==> config.mk <==
export PLATFORM = sky130hd
export DESIGN_NAME = clock_vfd_display_controller_flat
export DESIGN_NICKNAME = d
export VERILOG_FILES = /design/src/rtl/core/cvfd_pkg.sv /design/src/rtl/core/cvfd_intf.sv /design/src/rtl/core/clock_vfd_display_controller.sv /design/src/rtl/core/cvfd_front.sv /design/src/rtl/core/cvfd_queue.sv /design/src/rtl/core/cvfd_back.sv /design/src/flat_wrapper.sv
export SDC_FILE = /design/constraint.sdc
export NUM_CORES = 1
export LEC_CHECK = 0
export BUFFER_PORTS_ARGS = -buffer_cell sky130_fd_sc_hd__buf_2
export CAP_MARGIN = 15
export CORE_MARGIN = 4
export CORE_UTILIZATION = 50
export DETAILED_ROUTE_END_ITERATION = 10
export HOLD_SLACK_MARGIN = 0.06
export PLACE_DENSITY_LB_ADDON = 0.08
export SLEW_MARGIN = 20
export SYNTH_ARGS = -nofsm -noshare
export SYNTH_HDL_FRONTEND = slang
export SYNTH_SLANG_ARGS = --single-unit
==> constraint.sdc <==
create_clock -name i_clk -period 15.1 [get_ports i_clk]
set_clock_uncertainty 0.2 [all_clocks]
set_input_delay 0.755 -clock i_clk [delete_from_list [all_inputs] [get_ports i_clk]]
set_output_delay 0.755 -clock i_clk [all_outputs]
set_load 0.05 [all_outputs]
==> src/rtl/core/cvfd_pkg.sv <==
// ============================================================================
// cvfd_pkg
// Shared constants, types and font functions of the clock VFD controller.
// ============================================================================
`default_nettype none

package cvfd_pkg;

    localparam int DIGIT_COUNT = 6;
    localparam int POS_W       = $clog2(DIGIT_COUNT);
    localparam int DATE_LEN    = 10;
    localparam int DATE_IDX_W  = $clog2(DATE_LEN);
    localparam int DIV_STEPS   = 17;
    localparam int DIV_CNT_W   = $clog2(DIV_STEPS + 1);
    localparam int QUEUE_DEPTH = 2;
    localparam int QPTR_W      = (QUEUE_DEPTH > 1) ? $clog2(QUEUE_DEPTH) : 1;
    localparam int QCNT_W      = $clog2(QUEUE_DEPTH + 1);

    localparam logic [15:0] STEP_RESET = 16'd500;
    localparam logic [7:0]  DOT_BIT    = 8'h80;
    localparam logic [7:0]  BLANK      = 8'h00;

    localparam logic [2:0] KIND_TICK  = 3'd0;
    localparam logic [2:0] KIND_TIME  = 3'd1;
    localparam logic [2:0] KIND_ALARM = 3'd2;
    localparam logic [2:0] KIND_WDAY  = 3'd3;
    localparam logic [2:0] KIND_DATE  = 3'd4;

    typedef logic [1:0] t_op;
    localparam t_op OP_TICK = 2'd0;
    localparam t_op OP_LOAD = 2'd1;
    localparam t_op OP_DATE = 2'd2;

    typedef struct packed {
        t_op                             op;
        logic [DIGIT_COUNT-1:0][7:0]     glyph;
        logic [DIV_STEPS-1:0]            dividend;
    } t_job;

    localparam logic [7:0] GLYPHS [25] = '{
        8'h77, 8'h24, 8'h5D, 8'h6D, 8'h2E, 8'h6B, 8'h7B, 8'h25, 8'h7F, 8'h6F,
        8'h3F, 8'h7A, 8'h53, 8'h7C, 8'h5C, 8'h1C,
        8'h00, 8'h00, 8'h00, 8'h00, 8'h00, 8'h00, 8'h00,
        8'h38, 8'h78
    };

    localparam logic [7:0] CHAR_D = 8'h64;
    localparam logic [7:0] CHAR_O = 8'h6F;

    function automatic logic [7:0] font(input logic [7:0] c);
        logic [4:0] idx;
        logic       hit;
        idx = '0;
        hit = 1'b0;
        if (c <= 8'd9) begin
            idx = c[4:0];
            hit = 1'b1;
        end else if (c >= 8'h30 && c <= 8'h39) begin
            idx = 5'(c - 8'h30);
            hit = 1'b1;
        end else if (c >= 8'h61 && c <= 8'h6F) begin
            idx = 5'(c - 8'h61 + 8'd10);
            hit = 1'b1;
        end else if (c >= 8'h41 && c <= 8'h4E) begin
            idx = 5'(c - 8'h41 + 8'd10);
            hit = 1'b1;
        end else if (c == 8'h4F) begin
            idx = 5'd0;
            hit = 1'b1;
        end
        return hit ? GLYPHS[idx] : BLANK;
    endfunction

    // reciprocal multiply, exact for values below 128
    function automatic logic [3:0] div10(input logic [6:0] v);
        logic [17:0] p;
        p = 18'(v) * 18'd205;
        return p[14:11];
    endfunction

    function automatic logic [3:0] mod10(input logic [6:0] v);
        logic [6:0] t;
        t = v - 7'(div10(v)) * 7'd10;
        return t[3:0];
    endfunction

    function automatic logic [7:0] font_tens(input logic [6:0] v);
        return font({4'd0, div10(v)});
    endfunction

    function automatic logic [7:0] font_units(input logic [6:0] v);
        return font({4'd0, mod10(v)});
    endfunction

endpackage

`default_nettype wire

==> src/rtl/core/cvfd_intf.sv <==
// ============================================================================
// cvfd channel interfaces
// Command channel and display output channel, valid/ready handshake.
// ============================================================================
`default_nettype none

interface cvfd_cmd_if;
    logic        valid;
    logic        ready;
    logic [2:0]  kind;
    logic [4:0]  hour;
    logic [5:0]  minute;
    logic [5:0]  second;
    logic [7:0]  day_code;
    logic        alarm_enabled;
    logic [6:0]  year;
    logic [3:0]  month;
    logic [4:0]  day_of_month;
    logic [15:0] elapsed_ms;

    modport source (
        output valid, kind, hour, minute, second, day_code, alarm_enabled,
               year, month, day_of_month, elapsed_ms,
        input  ready
    );
    modport sink (
        input  valid, kind, hour, minute, second, day_code, alarm_enabled,
               year, month, day_of_month, elapsed_ms,
        output ready
    );
endinterface

interface cvfd_disp_if;
    logic       valid;
    logic       ready;
    logic [7:0] segments;
    logic [7:0] grid_lines;

    modport source (output valid, segments, grid_lines, input ready);
    modport sink (input valid, segments, grid_lines, output ready);
endinterface

`default_nettype wire

==> src/rtl/core/clock_vfd_display_controller.sv <==
// ============================================================================
// clock_vfd_display_controller
// Six-digit multiplexed VFD clock display controller with scan output.
// ============================================================================
//  channel   dir  handshake    contents
//  i_cmd     in   valid/ready  kind, time, alarm, weekday and date fields
//  o_disp    out  valid/ready  segments, grid_lines (one per scan tick)
//  i_cfg_*   in   write enable scroll_step_ms
//
//  Scan ticks and time, alarm and weekday commands complete from the idle state.
//  Date commands run a 17-step serial divider that forms the scroll offset,
//  then the write state writes the buffer.
//  A two-entry queue lets commands enter while the back end works or the
//  output register waits; a full queue drops i_cmd.ready.
//  Synchronous reset clears the buffer, scan index and queue, and sets the
//  scroll step to 500.
// ============================================================================
`default_nettype none

module clock_vfd_display_controller (
    input  logic          i_clk,
    input  logic          i_rst_n,
    cvfd_cmd_if.sink      i_cmd,
    cvfd_disp_if.source   o_disp,
    input  logic          i_cfg_wr_en,
    input  logic [15:0]   i_cfg_wr_data
);
    import cvfd_pkg::*;

    logic  push;
    logic  pop;
    logic  q_full;
    logic  q_valid;
    t_job  push_job;
    t_job  head_job;

    cvfd_front u_front (
        .in_ch    (i_cmd),
        .i_q_full (q_full),
        .o_push   (push),
        .o_job    (push_job)
    );

    cvfd_queue u_queue (
        .i_clk   (i_clk),
        .i_rst_n (i_rst_n),
        .i_push  (push),
        .i_job   (push_job),
        .i_pop   (pop),
        .o_full  (q_full),
        .o_valid (q_valid),
        .o_head  (head_job)
    );

    cvfd_back u_back (
        .i_clk         (i_clk),
        .i_rst_n       (i_rst_n),
        .i_cfg_wr_en   (i_cfg_wr_en),
        .i_cfg_wr_data (i_cfg_wr_data),
        .i_head_valid  (q_valid),
        .i_head        (head_job),
        .o_pop         (pop),
        .out_ch        (o_disp)
    );

endmodule

`default_nettype wire

==> src/rtl/core/cvfd_front.sv <==
// ============================================================================
// cvfd_front
// Accept command transactions, classify them and render fixed glyphs.
// ============================================================================
`default_nettype none

module cvfd_front (
    cvfd_cmd_if.sink        in_ch,
    input  logic            i_q_full,
    output logic            o_push,
    output cvfd_pkg::t_job  o_job
);
    import cvfd_pkg::*;

    logic take;
    logic keep;

    assign in_ch.ready = !i_q_full;
    assign take        = in_ch.valid && !i_q_full;
    assign o_push      = take && keep;

    always_comb begin
        keep         = 1'b1;
        o_job.op     = OP_LOAD;
        o_job.glyph  = '0;
        o_job.dividend = DIV_STEPS'(in_ch.elapsed_ms) + DIV_STEPS'(1);
        case (in_ch.kind)
            KIND_TICK: begin
                o_job.op = OP_TICK;
            end
            KIND_TIME: begin
                o_job.glyph[0] = font_tens(7'(in_ch.hour));
                o_job.glyph[1] = font_units(7'(in_ch.hour));
                o_job.glyph[2] = font_tens(7'(in_ch.minute));
                o_job.glyph[3] = font_units(7'(in_ch.minute));
                o_job.glyph[4] = font_tens(7'(in_ch.second));
                o_job.glyph[5] = font_units(7'(in_ch.second));
            end
            KIND_ALARM: begin
                o_job.glyph[0] = font(CHAR_D) | (in_ch.alarm_enabled ? DOT_BIT : BLANK);
                o_job.glyph[1] = font(in_ch.day_code);
                o_job.glyph[2] = font_tens(7'(in_ch.hour));
                o_job.glyph[3] = font_units(7'(in_ch.hour));
                o_job.glyph[4] = font_tens(7'(in_ch.minute));
                o_job.glyph[5] = font_units(7'(in_ch.minute));
            end
            KIND_WDAY: begin
                o_job.glyph[0] = font(CHAR_D);
                o_job.glyph[1] = font(CHAR_O);
                o_job.glyph[3] = font(in_ch.day_code);
            end
            KIND_DATE: begin
                o_job.op       = OP_DATE;
                o_job.glyph[0] = font_tens(in_ch.year);
                o_job.glyph[1] = font_units(in_ch.year);
                o_job.glyph[2] = font_tens(7'(in_ch.month));
                o_job.glyph[3] = font_units(7'(in_ch.month));
                o_job.glyph[4] = font_tens(7'(in_ch.day_of_month));
                o_job.glyph[5] = font_units(7'(in_ch.day_of_month));
            end
            default: begin
                keep = 1'b0;
            end
        endcase
    end

endmodule

`default_nettype wire

==> src/rtl/core/cvfd_queue.sv <==
// ============================================================================
// cvfd_queue
// Short job queue between the front and back halves.
// ============================================================================
`default_nettype none

module cvfd_queue (
    input  logic            i_clk,
    input  logic            i_rst_n,
    input  logic            i_push,
    input  cvfd_pkg::t_job  i_job,
    input  logic            i_pop,
    output logic            o_full,
    output logic            o_valid,
    output cvfd_pkg::t_job  o_head
);
    import cvfd_pkg::*;

    t_job               r_mem [QUEUE_DEPTH];
    logic [QPTR_W-1:0]  r_wr_ptr;
    logic [QPTR_W-1:0]  r_rd_ptr;
    logic [QCNT_W-1:0]  r_count;
    logic [QPTR_W-1:0]  n_wr_ptr;
    logic [QPTR_W-1:0]  n_rd_ptr;
    logic [QCNT_W-1:0]  n_count;

    assign o_full  = (r_count == QCNT_W'(QUEUE_DEPTH));
    assign o_valid = (r_count != '0);
    assign o_head  = r_mem[r_rd_ptr];

    always_comb begin
        n_wr_ptr = r_wr_ptr;
        n_rd_ptr = r_rd_ptr;
        n_count  = r_count;
        if (i_push) begin
            n_wr_ptr = (r_wr_ptr == QPTR_W'(QUEUE_DEPTH - 1)) ? '0 : r_wr_ptr + 1'b1;
        end
        if (i_pop) begin
            n_rd_ptr = (r_rd_ptr == QPTR_W'(QUEUE_DEPTH - 1)) ? '0 : r_rd_ptr + 1'b1;
        end
        if (i_push && !i_pop) begin
            n_count = r_count + 1'b1;
        end else if (!i_push && i_pop) begin
            n_count = r_count - 1'b1;
        end
    end

    always_ff @(posedge i_clk) begin
        if (!i_rst_n) begin
            r_wr_ptr <= '0;
            r_rd_ptr <= '0;
            r_count  <= '0;
        end else begin
            r_wr_ptr <= n_wr_ptr;
            r_rd_ptr <= n_rd_ptr;
            r_count  <= n_count;
        end
    end

    always_ff @(posedge i_clk) begin
        if (i_push) begin
            r_mem[r_wr_ptr] <= i_job;
        end
    end

endmodule

`default_nettype wire

==> src/rtl/core/cvfd_back.sv <==
// ============================================================================
// cvfd_back
// Execute queued jobs: buffer loads, date scroll division and scan ticks.
// ============================================================================
`default_nettype none

module cvfd_back (
    input  logic            i_clk,
    input  logic            i_rst_n,
    input  logic            i_cfg_wr_en,
    input  logic [15:0]     i_cfg_wr_data,
    input  logic            i_head_valid,
    input  cvfd_pkg::t_job  i_head,
    output logic            o_pop,
    cvfd_disp_if.source     out_ch
);
    import cvfd_pkg::*;

    localparam logic [1:0] ST_IDLE  = 2'd0;
    localparam logic [1:0] ST_DIV   = 2'd1;
    localparam logic [1:0] ST_WRITE = 2'd2;

    logic [1:0]            r_state,   n_state;
    logic [7:0]            r_buf [DIGIT_COUNT];
    logic [7:0]            n_buf [DIGIT_COUNT];
    logic [POS_W-1:0]      r_pos,     n_pos;
    logic [15:0]           r_step;
    logic [15:0]           r_rem,     n_rem;
    logic [DIV_STEPS-1:0]  r_dvd,     n_dvd;
    logic [DIV_CNT_W-1:0]  r_cnt,     n_cnt;
    logic [2:0]            r_m7,      n_m7;
    logic                  r_out_valid, n_out_valid;
    logic [7:0]            r_seg,     n_seg;
    logic [7:0]            r_grid,    n_grid;

    logic [15:0]           step_eff;
    logic [16:0]           rem_sh;
    logic                  q_bit;
    logic [3:0]            m7_sh;
    logic                  out_free;
    logic [7:0]            text [DATE_LEN];
    logic [DATE_IDX_W-1:0] k;

    assign step_eff = (r_step == '0) ? 16'd1 : r_step;
    assign rem_sh   = {r_rem, r_dvd[DIV_STEPS-1]};
    assign q_bit    = (rem_sh >= {1'b0, step_eff});
    assign m7_sh    = {r_m7, q_bit};
    assign out_free = !r_out_valid || out_ch.ready;

    assign out_ch.valid      = r_out_valid;
    assign out_ch.segments   = r_seg;
    assign out_ch.grid_lines = r_grid;

    always_comb begin
        text[0] = BLANK;
        text[1] = BLANK;
        text[2] = font(8'd2);
        text[3] = font(8'd0);
        for (int j = 0; j < DIGIT_COUNT; j++) begin
            text[j + 4] = i_head.glyph[j];
        end
    end

    always_comb begin
        n_state     = r_state;
        n_buf       = r_buf;
        n_pos       = r_pos;
        n_rem       = r_rem;
        n_dvd       = r_dvd;
        n_cnt       = r_cnt;
        n_m7        = r_m7;
        n_seg       = r_seg;
        n_grid      = r_grid;
        n_out_valid = r_out_valid && !out_ch.ready;
        o_pop       = 1'b0;
        k           = '0;
        case (r_state)
            ST_IDLE: begin
                if (i_head_valid) begin
                    case (i_head.op)
                        OP_TICK: begin
                            if (out_free) begin
                                o_pop       = 1'b1;
                                n_out_valid = 1'b1;
                                n_seg       = r_buf[r_pos];
                                n_grid      = ~(8'd1 << r_pos);
                                n_pos       = (r_pos == POS_W'(DIGIT_COUNT - 1)) ?
                                              '0 : r_pos + 1'b1;
                            end
                        end
                        OP_LOAD: begin
                            o_pop = 1'b1;
                            for (int j = 0; j < DIGIT_COUNT; j++) begin
                                n_buf[j] = i_head.glyph[j];
                            end
                        end
                        OP_DATE: begin
                            n_rem   = '0;
                            n_dvd   = i_head.dividend;
                            n_m7    = '0;
                            n_cnt   = DIV_CNT_W'(DIV_STEPS);
                            n_state = ST_DIV;
                        end
                        default: begin
                            o_pop = 1'b1;
                        end
                    endcase
                end
            end
            ST_DIV: begin
                n_rem = q_bit ? 16'(rem_sh - {1'b0, step_eff}) : rem_sh[15:0];
                n_dvd = {r_dvd[DIV_STEPS-2:0], 1'b0};
                n_m7  = (m7_sh >= 4'd7) ? 3'(m7_sh - 4'd7) : m7_sh[2:0];
                n_cnt = r_cnt - 1'b1;
                if (r_cnt == DIV_CNT_W'(1)) begin
                    n_state = ST_WRITE;
                end
            end
            ST_WRITE: begin
                o_pop   = 1'b1;
                n_state = ST_IDLE;
                for (int j = 0; j < DIGIT_COUNT; j++) begin
                    k = DATE_IDX_W'(j) + DATE_IDX_W'(r_m7);
                    n_buf[j] = (k < DATE_IDX_W'(DATE_LEN)) ? text[k] : BLANK;
                end
            end
            default: begin
                n_state = ST_IDLE;
            end
        endcase
    end

    always_ff @(posedge i_clk) begin
        if (!i_rst_n) begin
            r_state     <= ST_IDLE;
            r_pos       <= '0;
            r_step      <= STEP_RESET;
            r_out_valid <= 1'b0;
            for (int j = 0; j < DIGIT_COUNT; j++) begin
                r_buf[j] <= BLANK;
            end
        end else begin
            r_state     <= n_state;
            r_pos       <= n_pos;
            r_out_valid <= n_out_valid;
            r_buf       <= n_buf;
            if (i_cfg_wr_en) begin
                r_step <= i_cfg_wr_data;
            end
        end
    end

    always_ff @(posedge i_clk) begin
        r_rem  <= n_rem;
        r_dvd  <= n_dvd;
        r_cnt  <= n_cnt;
        r_m7   <= n_m7;
        r_seg  <= n_seg;
        r_grid <= n_grid;
    end

endmodule

`default_nettype wire

==> src/flat_wrapper.sv <==
// flat-port wrapper written by rule: the top's interface ports become plain ports
module clock_vfd_display_controller_flat import cvfd_pkg::*;
  (i_clk, i_rst_n, i_cfg_wr_en, i_cfg_wr_data, i_cmd_valid, i_cmd_kind, i_cmd_hour, i_cmd_minute, i_cmd_second, i_cmd_day_code, i_cmd_alarm_enabled, i_cmd_year, i_cmd_month, i_cmd_day_of_month, i_cmd_elapsed_ms, i_cmd_ready, o_disp_valid, o_disp_segments, o_disp_grid_lines, o_disp_ready);
  cvfd_cmd_if i_cmd_i ();
  cvfd_disp_if o_disp_i ();
  input  logic i_clk;
  input  logic i_rst_n;
  input  logic i_cfg_wr_en;
  input  logic [15:0] i_cfg_wr_data;
  input wire logic [$bits(i_cmd_i.valid)-1:0] i_cmd_valid;
  input wire logic [$bits(i_cmd_i.kind)-1:0] i_cmd_kind;
  input wire logic [$bits(i_cmd_i.hour)-1:0] i_cmd_hour;
  input wire logic [$bits(i_cmd_i.minute)-1:0] i_cmd_minute;
  input wire logic [$bits(i_cmd_i.second)-1:0] i_cmd_second;
  input wire logic [$bits(i_cmd_i.day_code)-1:0] i_cmd_day_code;
  input wire logic [$bits(i_cmd_i.alarm_enabled)-1:0] i_cmd_alarm_enabled;
  input wire logic [$bits(i_cmd_i.year)-1:0] i_cmd_year;
  input wire logic [$bits(i_cmd_i.month)-1:0] i_cmd_month;
  input wire logic [$bits(i_cmd_i.day_of_month)-1:0] i_cmd_day_of_month;
  input wire logic [$bits(i_cmd_i.elapsed_ms)-1:0] i_cmd_elapsed_ms;
  output wire logic [$bits(i_cmd_i.ready)-1:0] i_cmd_ready;
  output wire logic [$bits(o_disp_i.valid)-1:0] o_disp_valid;
  output wire logic [$bits(o_disp_i.segments)-1:0] o_disp_segments;
  output wire logic [$bits(o_disp_i.grid_lines)-1:0] o_disp_grid_lines;
  input wire logic [$bits(o_disp_i.ready)-1:0] o_disp_ready;
  assign i_cmd_i.valid = i_cmd_valid;
  assign i_cmd_i.kind = i_cmd_kind;
  assign i_cmd_i.hour = i_cmd_hour;
  assign i_cmd_i.minute = i_cmd_minute;
  assign i_cmd_i.second = i_cmd_second;
  assign i_cmd_i.day_code = i_cmd_day_code;
  assign i_cmd_i.alarm_enabled = i_cmd_alarm_enabled;
  assign i_cmd_i.year = i_cmd_year;
  assign i_cmd_i.month = i_cmd_month;
  assign i_cmd_i.day_of_month = i_cmd_day_of_month;
  assign i_cmd_i.elapsed_ms = i_cmd_elapsed_ms;
  assign i_cmd_ready = i_cmd_i.ready;
  assign o_disp_valid = o_disp_i.valid;
  assign o_disp_segments = o_disp_i.segments;
  assign o_disp_grid_lines = o_disp_i.grid_lines;
  assign o_disp_i.ready = o_disp_ready;
  clock_vfd_display_controller u_core (.i_clk(i_clk), .i_rst_n(i_rst_n), .i_cmd(i_cmd_i), .o_disp(o_disp_i), .i_cfg_wr_en(i_cfg_wr_en), .i_cfg_wr_data(i_cfg_wr_data));
endmodule
Word-level counts from Yosys, hierarchy flattened
Memories as Yosys holds them, arrays and structs flattened. A register that Yosys moved wholly into a read port is not among the register bits.
Cells that the tools add are included.
{ "op_classes": {"n_eq_ne": 16, "n_reduce_logical": 27, "multipliers": 12, "magnitude_cmp": 47, "n_addsub": 25, "muxes": 182, "shifts": 1, "bitwise": 26} }
{ "op_table": {"columns": ["operator", "count"], "rows": [
  ["$mux W8", 75],
  ["$bmux W8 S4", 6],
  ["$mux W5", 24],
  ["$ge A6 B6 Y1 const B", 18],
  ["$not A5 Y6", 18],
  ["$mux W48", 2],
  ["$pmux W48 S2", 1],
  ["$mux W16", 4],
  ["$pmux W16 S4", 1],
  ["$pmux W16 S3", 1],
  ["$mux W1", 39],
  ["$mux W17", 2],
  ["$pmux W17 S2", 1],
  ["$pmux W16 S2", 1],
  ["$pmux W8 S4", 1],
  ["$ge A5 B5 Y1 const B", 6],
  ["$le A4 B4 Y1 const B", 7],
  ["$mul A6 B8 Y14 const B", 2],
  ["$mux W4", 7],
  ["$mul A5 B8 Y13 const B", 2],
  ["$not A4 Y5", 5],
  ["$bmux W8 S3", 1],
  ["$pmux W8 S3", 1],
  ["$sub A4 B4 Y4", 6],
  ["58 further kinds", 105]
]} }
{ "totals": {"register_bits": 131, "romBits": 4608, "elab_cells": 374, "out_inout_bits": 18, "inputBits": 82, "memories": 19, "ramBits": 134} }
{ "mem_list": {"columns": ["name", "words", "word_bits", "rd", "rd_clocked_by_memory_dff", "write_ports", "line", "rtl"], "rows": [
  ["(name not given)", 32, 8, 1, 0, 0, "cvfd_pkg.sv:71", "return hit ? GLYPHS[idx] : BLANK;"],
  ["(name not given)", 32, 8, 1, 0, 0, "cvfd_pkg.sv:71", null],
  ["(name not given)", 32, 8, 1, 0, 0, "cvfd_pkg.sv:71", null],
  ["(name not given)", 32, 8, 1, 0, 0, "cvfd_pkg.sv:71", null],
  ["(name not given)", 32, 8, 1, 0, 0, "cvfd_pkg.sv:71", null],
  ["(name not given)", 32, 8, 1, 0, 0, "cvfd_pkg.sv:71", null],
  ["+13 memories", null, null, null, null, null, null, null]
]} }

Depth between registers and ports, before layout
Gate-level depths: netlist of run 1.
{ "depth": {"depth_word": 13, "ltp_mapped": 27, "depth_no_buf": 27} }

Cells and area by module
Synthesis of run 1 repeated with hierarchy kept, for this count alone.
{ "unflattened": {"hier_cells": 2139, "area_unflattened_um2": 21095.2} }
{ "by_module_without_submodules": {"columns": ["module", "seq_area_each_um2", "n_inst", "area_per_inst_um2", "cells_each"], "rows": [
  ["cvfd_back", 3113.0, 1, 8285.4, 940],
  ["cvfd_front", 0.0, 1, 7641.1, 969],
  ["cvfd_queue", 4124.0, 1, 5168.7, 230]
]} }

Worst setup path after synthesis of run 1
Ideal clock, no wire load.
{ "synth_timing": {"path_kind": "in2reg", "startpoint": "input port i_cmd_minute[4]", "endpoint": "memory u_core.u_queue.r_mem[0][44] (netlist bit) (data pin)", "required_ns": 14.726, "arrival_time_ns": 6.545, "path_buffers": 0, "setup_slack_ns": 8.181, "cell_stages": 24, "setup_time_ns": 0.174, "cell_sequence": "inv_1 > ha_1 > inv_1 > fa_1 > fa_1 > ha_1 > a2111oi_0 > o21ai_0 > a221oi_2 > o21bai_1 > and2_1 > nor2_1 > inv_1 > fa_1 > xnor2_1 > xnor2_1 > nor3_1 > nor2_1 > o21ai_0 > inv_1 > ha_1 > nor4b_1 > a211oi_1 > o221ai_1"} }
{ "synth_lines": {"columns": ["element", "line", "rtl"], "rows": [
  ["start, declared", "flat_wrapper.sv:13", "input wire logic [$bits(i_cmd_i.minute)-1:0] i_cmd_minute;"],
  ["end, declared", "cvfd_queue.sv:19", "t_job r_mem [QUEUE_DEPTH];"]
]} }

==> reports/results.ini, run 1 <==
[synthesis]
synthAdderAreaFrac_pct = 17.9
synth_top_family_by_area = adder cells
synth_warnings = 0
synth_compound_area_share_pct = 17.4
synth-simple-area-share_pct = 13.3
muxShareOfSynthArea_pct = 8.45
syn_inst = 2104
async_flop_share_pct = 0
synth.distinct_cells = 82
synth_seq_cells = 256
yosys-top-cells-area = edfxtp_1, ha_1, dfxtp_1
ys_dominant_reg_cell = edfxtp_1
synth_most_common_cell = ha_1
syn_avg_cell_area_sq_um = 9.56
synth_fp_nets = 2456
ys_seq_area_share_pct = 34.5
synth_xor_area_share_pct = 3.56
synth_edf_count = 181
yosys.area.top_type_share_pct = 27.0
yosys.area.top_type = edfxtp_1
synth_area_sq_um = 20100
synth_common_cells = ha_1, edfxtp_1, nor2_1

[worst_setup_path]
r2r-start = u_core.u_back.r_step[1]
critPathTopFamily = adder cells
crit_end = u_core.u_queue.r_mem[1][44]
crit_start = i_cmd_minute[4]
cp_num_buf_inv = 5
start_kind = primary input
cp_max_fo = 6
reg2reg_to = u_core.u_back.r_m7[1]
criticalPathCategory = primary input to flop
critPathRequiredTime_ns = 15.26
critPathMaxStageDelay_ns = 0.49
r2r_cells = 13
r2r_slack_ns = 11.16
cp-end-kind = flop
crit_slowest_cell = fa_1
crit_top_cell = inv_1
crit_arrival_ns = 7.53
cp.depth = 25

[clocking]
clk_latency_ns = 0.55
cts_max_path_buffers = 3
cts_resized = 0
cts_sinks = 256
cts-root-buf = clkbuf_16
cts_tree = done
hold_buffers = 0
post-cts-setup-buffers = 0
cts-buffers-inserted = 27
path_clk_slew_ns = 0.06
htreeDepth = 1

[pwr]
finalPower_uw = 3130
leakage_uw = 0.00928
p_per_area_nw_per_um2 = 143
ir_drop_uv = 86.0

[timing]
max_freq_mhz = 136
final.setup.worst_slack_ns = 7.73
setup-tns-final_ns = 0
grt_setup_unrepaired = no
hold_viol = 0
period_share_pct = 48.8
final-setup-viol-count = 0
worst_pin_slew_ns = 1.12
fin_crit_ns = 7.37
final-max-slew-violation-count = 0
relSlewSlack_pct = 25.3

[placed_design]
dp_slack_ns = 7.14
gp_congestion = 0.935
dp_hpwl_um = 37600
portBuffers = 99
place_area_sq_um = 21000

[route]
drt_iter0_drc = 1183
route.vias.total = 15700
viasPerCell = 5.81
first_pass_iters = 5
drtAntennaViolNets = 0
drc_errors = 0
routedWlPerCell_um = 18.5
wirelength_um = 49700

[hold_path]
hp-class = primary input to flop

[outcome]
status = complete, no violations

[global_routing]
grt_pass1_vias = 15100
gr-total-overflow = 0
grt_usage_pct = 22.2
grt_max_degree = 76
grt_pass1_wl_um = 80800
antenna_found_initial = 2

[die]
die_x_um = 209
io-pin-count = 100
die_y_um = 209
dieArea_sq_um = 43500
core-area_sq_um = 39700
placementRows = 73
initial_core_util_pct = 50.6

[job]
drv_cap = 0

[cells_and_area]
final_area_sq_um = 21900
drive_gt1_share_pct = 11.2
nets = 2500
area_growth_pct = 8.86
fillers = 3606

-- metrics by stage --
| stage | instances | utilization, % | hold slack (ns) |
|---|---|---|---|
| finish | 2695 | 55.1 | 0.225 |
| CTS | 2693 | 55.1 | 0.203 |
| global route | 2695 | 55.1 | 0.238 |
| floorplan | 2104 | - | 0.238 |
| global placement | 2643 | 52.9 | 0.250 |
| detailed placement | 2643 | 52.9 | 0.263 |
-- registers in the layout, indices dropped and copies added (netlist names), 5 cells and up, named ones only --
signal,flops
u_core.u_queue.r_mem,124
u_core.u_back.r_buf,48
u_core.u_back.r_dvd,17
u_core.u_back.r_rem,16
u_core.u_back.r_step,16
u_core.u_back.out_ch.grid_lines,8
u_core.u_back.out_ch.segments,8
u_core.u_back.r_cnt,5
-- how the worst min path moves through the flow --
stage / from / endpoint / slack [ns] / depth (start not counted)
finish: i_cfg_wr_data[2] / u_core.u_back.r_step[2] / 0.22 / 3
global route: i_cfg_wr_data[2] / u_core.u_back.r_step[2] / 0.24 / 3
CTS: i_cfg_wr_data[2] / u_core.u_back.r_step[2] / 0.20 / 3
detailed placement: u_core.u_back.r_buf[31] / u_core.u_back.r_buf[31] / 0.26 / 2
global placement: u_core.u_back.r_buf[31] / u_core.u_back.r_buf[31] / 0.25 / 2
floorplan: u_core.u_back.r_buf[31] / u_core.u_back.r_buf[31] / 0.24 / 2
-- report_power, final --
group | internal, uW | switching (uW) | total [uW]
combinational | 593 | 941 | 1530
clock | 360 | 272 | 632
sequential | 896 | 71.0 | 967
-- layout by cell type (no fill, tap or decap), drive strengths merged, types with 31 or more instances in the layout --
cell type | netlist | final
ha | 240 | 240
nand2 | 159 | 159
a21oi | 125 | 125
buf | 19 | 115
a211oi | 32 | 32
o21ai | 150 | 150
dfxtp | 75 | 75
mux2 | 38 | 38
xnor2 | 49 | 49
mux2i | 109 | 109
inv | 155 | 157
nor2b | 40 | 40
nor3 | 36 | 36
nand2b | 31 | 31
edfxtp | 181 | 181
nor2 | 163 | 163
clkbuf | 82 | 37
-- tightest hold or removal path, stage by stage --
cell and delay, ns:
buf_2 0.08, nand2_1 0.04, o211ai_1 0.06
-- routing by layer --
metal  share of wire, %  vias up  wire (um)  global-route usage, %
li1                   -     7748          -                      -
met4                2.4        2       1170                   5.67
met1                 47     7510      23300                   31.7
met5              0.022        -         11                      0
met3                4.3       66       2120                   2.24
met2                 46      343      23100                   36.7
-- area by class of cell --
| cell class | instances | area [sq um] | share of cell area [%] |
|---|---|---|---|
| multi-input cells | 1592 | 12200 | 55.9 |
| flip-flops and latches | 256 | 6940 | 31.7 |
| clock buffers | 36 | 773 | 3.53 |
| well taps | 525 | 657 | 3.00 |
| repair buffers | 116 | 621 | 2.83 |
| inverters | 155 | 582 | 2.66 |
| clock inverters | 14 | 73.8 | 0.337 |
| diodes | 1 | 2.50 | 0.0114 |
-- cells by family (layout without fill, tap and decap cells) --
logic type | count (synthesis) | count (layout)
adder cells (fa/ha/maj) | 270 | 270
multiplexers | 155 | 155
AO/OA/AOI/OAI | 532 | 532
XOR/XNOR | 74 | 74
flip-flops | 256 | 256
AND/OR/NAND/NOR | 561 | 561
other | 0 | 1
buffers and inverters | 256 | 321
(Power assumes the default switching activity.)
==> inputs of run 2 (changes only) <==
==> constraint.sdc (replaced) <==
create_clock -name i_clk -period 7.7 [get_ports i_clk]
set_clock_uncertainty 0.2 [all_clocks]
set_input_delay 0.385 -clock i_clk [delete_from_list [all_inputs] [get_ports i_clk]]
set_output_delay 0.385 -clock i_clk [all_outputs]
set_load 0.05 [all_outputs]
==> run 2 against run 1 <==
Net effect: sequential power increased by 92%; register-to-register slack got worse by 7.4 ns; first-iteration DRC count increased by 3.9%; clock-buffer cell count increased by 8; combinational power increased by 100%; sequential cell count unchanged; global-route usage increased by 0.15 points; via count increased by 1.8%; setup slack got worse by 7.0 ns; critical path type unchanged.
==> reports/results.ini, run 2 (synthesis results as in run 1) <==
[cells_and_area]
drive_gt1_share_pct = 11.3  ; +0.12 points
fillers = 3489  ; -3.2%
num_antenna_cells = 0  ; -1
largest_reg_flops = 124  ; unchanged
top_register = u_core.u_queue.r_mem
area_growth_pct = 11.4
final_area_sq_um = 22400  ; +2.3%
final_cell_mix = ha_1, edfxtp_1, nor2_1
reg_top3 = u_core.u_queue.r_mem x124, u_core.u_back.r_buf x48, u_core.u_back.r_dvd x17
nets = 2539  ; +1.6%
final_common_cell = ha_1

[worst_setup_path]
cp-end-kind = flop
critPathTopFamily = compound AO/OA/AOI/OAI gates
critPathMaxStageDelay_ns = 0.52  ; +0.03 ns
cp_num_buf_inv = 5  ; unchanged
crit_slowest_cell = nor4b_1
cp_max_fo = 6  ; unchanged
critPathRequiredTime_ns = 7.86  ; -7.40 ns
criticalPathCategory = primary input to flop
r2r_slack_ns = 3.80  ; -7.36 ns
start_kind = primary input
crit_top_cell = inv_1
crit_arrival_ns = 7.17  ; -0.36 ns

[placed_design]
gp_congestion = 0.953  ; +1.9%
dp_hpwl_um = 38000  ; +1.2%
portBuffers = 99  ; unchanged
place_area_sq_um = 21100  ; +0.19%
dp_slack_ns = 0.143  ; -6.99 ns

[clocking]
cts_sinks = 256  ; unchanged
cts_tree = done
cts-buffers-inserted = 27  ; unchanged
cts-root-buf = clkbuf_16
cts_max_path_buffers = 3  ; unchanged
clk_latency_ns = 0.55  ; about the same
htreeDepth = 1  ; unchanged
path_clk_slew_ns = 0.06  ; about the same

[die]
initial_core_util_pct = 50.6  ; unchanged
core-area_sq_um = 39700  ; unchanged
dieArea_sq_um = 43500  ; unchanged
die_x_um = 209  ; unchanged
placementRows = 73  ; unchanged
io-pin-count = 100  ; unchanged
die_y_um = 209  ; unchanged

[global_routing]
grt_pass1_wl_um = 81500  ; +0.81%
grt_pass1_vias = 15400  ; +2.1%
antenna_found_initial = 1  ; -1
gr-total-overflow = 0  ; unchanged
grt_max_degree = 76  ; unchanged
grt_usage_pct = 22.4  ; +0.15 points

[timing]
setup-tns-final_ns = 0  ; unchanged
grt_setup_unrepaired = no
holdWs_ns = 0.100  ; -0.125 ns
worst_pin_slew_ns = 1.11  ; -0.00159 ns
hold_viol = 0  ; unchanged
final-max-slew-violation-count = 0  ; unchanged
final.setup.worst_slack_ns = 0.688  ; -7.04 ns
fin_crit_ns = 7.01
max_freq_mhz = 143
relSlewSlack_pct = 25.4  ; +0.11 points
period_share_pct = 91.1
final-setup-viol-count = 0  ; unchanged

[route]
routedWlPerCell_um = 18.4  ; -0.17%
drc_errors = 0  ; unchanged
viasPerCell = 5.84  ; +0.40%
first_pass_iters = 8  ; +3
wirelength_um = 50400  ; +1.2%
route.vias.total = 16000  ; +1.8%
drt_iter0_drc = 1229  ; +3.9%
drtAntennaViolNets = 0  ; unchanged

[pwr]
power_switching_uw = 2520  ; +97%
seq_power_share_pct = 29.4  ; -1.5 points
p_sw_share_pct = 39.9  ; -1.1 points
p_comb_share_pct = 48.6  ; -0.4 points
leakage_uw = 0.00951  ; +2.4%
p_per_area_nw_per_um2 = 283  ; +97%
power_frac_clock_pct = 22.0  ; +1.8 points
p_int_uw = 3800  ; +110%
ir_drop_uv = 165  ; +91%

[hold_path]
hp-class = primary input to flop

[outcome]
status = complete, no violations

[job]
drv_cap = 0  ; unchanged

==> run 2: routing by layer <==
layer / part of all wire, % / track usage, %
met4: 1.7 / 4.64
met5: 0.016 / 0
met2: 48 / 38.4
met1: 46 / 31.2
met3: 3.8 / 2.07
==> run 2: worst register-to-register path, stage by stage (launching register included) <==
cell and delay, ns:
dfxtp_1 0.35, nor4_1 0.32, a41o_1 0.23, ha_1 0.21, nor2b_1 0.06, o21a_1 0.18, o21ai_0 0.37, a211o_1 0.22
a31oi_1 0.13, o221a_2 0.50, ha_1 0.30, a21oi_1 0.24, mux2i_1 0.23, nor2_1 0.06
==> run 2: worst paths after layout <==
check,startpoint,to,cells past startpoint
worst max register to register,u_core.u_back.r_step[1],u_core.u_back.r_m7[1],13
worst max-delay path,i_cmd_minute[4],u_core.u_queue.r_mem[0][44],25
worst min-delay path,i_cmd_elapsed_ms[5],u_core.u_queue.r_mem[1][5],3
worst min register to register,u_core.u_back.r_buf[31],u_core.u_back.r_buf[31],2
==> run 2: layout make-up <==
cell class	instances	area, sq um	area share, %
Multi-Input combinational cell	1592	12200	54.6
Timing Repair Buffer	155	996	4.45
Inverter	155	582	2.60
Tap cell	525	657	2.93
Sequential cell	256	6940	31.0
Clock buffer	44	922	4.12
Clock inverter	6	72.6	0.324
==> run 2: what timing repair did <==
action / in CTS / in global routing
endpoints found under the hold margin: 49 / 0
hold buffers: 33 / 0
setup buffers: 0 / 0
resized for setup: 0 / 0
==> run 2: power groups by stage <==
stage	logic, uW	registers [uW]	clock network, uW
5_1_grt	3430	1880	1480
3_5_place_dp	3020	1890	0
3_3_place_gp	2980	1880	0
6_report	3080	1860	1390
2_1_floorplan	2250	1880	0
4_1_cts	3060	1860	1420
==> run 2: per-stage QoR <==
stage               instances  util [%]  power (uW)
finish                   2733      56.4        6330
global route             2733      56.4        6780
CTS                      2732      56.4        6340
detailed placement       2649      53.0        4910
global placement         2649      53.0        4860
floorplan                2104         -        4130
==> inputs of run 3 (changes only) <==
--- a/config.mk
+++ b/config.mk
@@ -6,9 +6,9 @@
 export NUM_CORES = 1
 export LEC_CHECK = 0
 export BUFFER_PORTS_ARGS = -buffer_cell sky130_fd_sc_hd__buf_2
-export CAP_MARGIN = 15
 export CORE_MARGIN = 4
 export CORE_UTILIZATION = 50
+export CTS_BUF_LIST = sky130_fd_sc_hd__clkbuf_16
 export DETAILED_ROUTE_END_ITERATION = 10
 export HOLD_SLACK_MARGIN = 0.06
 export PLACE_DENSITY_LB_ADDON = 0.08
==> run 3 against run 2 <==
Net effect: via count is essentially flat; sequential cell count is the same; die area is the same; fmax grew 0.26%; largest power group unchanged; hold slack gained 0.0037 ns; clock-buffer cell count shrank 11.
==> reports/results.ini, run 3 (synthesis results as in run 1) <==
[outcome]
status = complete, no violations

[clocking]
htreeDepth = 1  ; unchanged
cts-root-buf = clkbuf_16
cts_sinks = 256  ; unchanged
path_clk_slew_ns = 0.06  ; about the same
clk_latency_ns = 0.55  ; about the same
cts_tree = done
cts_max_path_buffers = 3  ; unchanged
cts_resized = 0  ; unchanged
cts-buffers-inserted = 27  ; unchanged

[die]
die_x_um = 209  ; unchanged
dieArea_sq_um = 43500  ; unchanged
io-pin-count = 100  ; unchanged
die_y_um = 209  ; unchanged
initial_core_util_pct = 50.6  ; unchanged
placementRows = 73  ; unchanged
core-area_sq_um = 39700  ; unchanged

[timing]
grt_setup_unrepaired = no
final-setup-viol-count = 0  ; unchanged
period_share_pct = 90.8  ; -0.23 points
setup-tns-final_ns = 0  ; unchanged
final-max-slew-violation-count = 0  ; unchanged
final.setup.worst_slack_ns = 0.706  ; +0.0180 ns
worst_pin_slew_ns = 1.11  ; -0.00714 ns
hold_viol = 0  ; unchanged
max_freq_mhz = 143  ; +0.26%
relSlewSlack_pct = 25.9  ; +0.48 points
fin_crit_ns = 6.99  ; -0.0180 ns

[pwr]
leakage_uw = 0.00951  ; about the same
p_per_area_nw_per_um2 = 280  ; -0.81%
ir_drop_uv = 164  ; -0.20%

[route]
route.vias.total = 15900  ; -0.038%
first_pass_iters = 5  ; -3
routedWlPerCell_um = 18.4  ; -0.34%
drtAntennaViolNets = 0  ; unchanged
wirelength_um = 50200  ; -0.34%
drt_iter0_drc = 1293  ; +5.2%
drc_errors = 0  ; unchanged
viasPerCell = 5.83  ; about the same

[worst_setup_path]
cp_max_fo = 6  ; unchanged
crit_arrival_ns = 7.15  ; -0.02 ns
critPathMaxStageDelay_ns = 0.52  ; about the same
cp-end-kind = flop
criticalPathCategory = primary input to flop
reg2reg_to = u_core.u_back.r_m7[1]
crit_start = i_cmd_minute[4]
r2r_cells = 13  ; unchanged
start_kind = primary input
r2r_slack_ns = 3.81  ; about the same
cp_num_buf_inv = 5  ; unchanged
r2r-start = u_core.u_back.r_step[15]
crit_top_cell = inv_1
critPathTopFamily = compound AO/OA/AOI/OAI gates
critPathRequiredTime_ns = 7.86  ; about the same
crit_slowest_cell = nor4b_1

[cells_and_area]
fillers = 3492  ; +0.086%
nets = 2539  ; unchanged
top_register = u_core.u_queue.r_mem
drive_gt1_share_pct = 11.2  ; -0.091 points
finalNonFillerCells = 2733  ; unchanged
largest_reg_flops = 124  ; unchanged
final_common_cell = ha_1
area_growth_pct = 11.1
num_antenna_cells = 0  ; unchanged
reg_top3 = u_core.u_queue.r_mem x124, u_core.u_back.r_buf x48, u_core.u_back.r_dvd x17
final_area_sq_um = 22300  ; -0.25%
final_cell_mix = ha_1, edfxtp_1, nor2_1, inv_1, nand2_1

[hold_path]
hold-path-endpoint = u_core.u_queue.r_mem[1][5]
hold_start = i_cmd_elapsed_ms[5]
hold_depth = 3  ; unchanged
hp-class = primary input to flop

[placed_design]
portBuffers = 99  ; unchanged
place_area_sq_um = 21100  ; unchanged
gp_congestion = 0.953  ; unchanged
dp_slack_ns = 0.143  ; unchanged
dp_hpwl_um = 38000  ; unchanged
dp.cells = 2649  ; unchanged

[global_routing]
antenna_found_initial = 1  ; unchanged
grt_max_degree = 76  ; unchanged
gr-total-overflow = 0  ; unchanged
grt_usage_pct = 22.4  ; -0.027 points
grt_pass1_vias = 15400  ; -0.23%
grt_pass1_wl_um = 81400  ; -0.17%

[job]
drv_cap = 0  ; unchanged

run 3: layer usage:
metal	wire length, um	global-route usage [%]	vias up
met4	866	4.48	2
met3	1980	2.06	60
li1	-	-	7838
met1	23100	31.2	7652
met2	24300	38.4	395
met5	8	0	-
run 3: area by class of cell:
cell class	instances	area (sq um)	share of cell area (%)
clock inverter	17	114	0.510
sequential	256	6940	31.1
multi-input combinational	1592	12200	54.7
clock buffer	33	826	3.70
timing repair buffer	155	996	4.46
inverter	155	582	2.60
tap	525	657	2.94
run 3: where the power goes:
group,switching [uW],internal (uW)
Combinational,1880,1190
Sequential,101,1760
Clock,534,796
Total,2520,3740
run 3: worst reg2reg max path, stage by stage (launching register included):
cell and delay (ns):
dfxtp_1 0.35, nor4_1 0.33, a41o_1 0.23, ha_1 0.21, nor2b_1 0.06, o21a_1 0.18, o21ai_0 0.37, a211o_1 0.22
a31oi_1 0.13, o221a_2 0.50, ha_1 0.30, a21oi_1 0.24, mux2i_1 0.23, nor2_1 0.06
run 3: worst max path at each step:
stage	slack, ns	end	cells past startpoint
after detailed placement	0.14	u_core.u_queue.r_mem[0][60]	25
after global placement	0.40	u_core.u_queue.r_mem[0][44]	25
after global routing	0.09	u_core.u_queue.r_mem[0][44]	25
final	0.71	u_core.u_queue.r_mem[0][44]	25
after floorplan	1.15	u_core.u_queue.r_mem[0][44]	24
after CTS	0.70	u_core.u_queue.r_mem[0][60]	25
run 3: per-stage QoR:
stage                     util [%]  hold slack (ns)  total power, uW
after floorplan                  -            0.238             4130
after global placement        53.0            0.251             4860
after detailed placement      53.0            0.258             4910
after CTS                     56.2           0.0662             6280
after global routing          56.2           0.0876             6720
final                         56.2            0.104             6260
run 3: what timing repair did:
item	in CTS	in global routing
setup endpoints to repair	0	0
buffers inserted	0	0
hold buffers	33	0
endpoints found under the hold margin	49	0
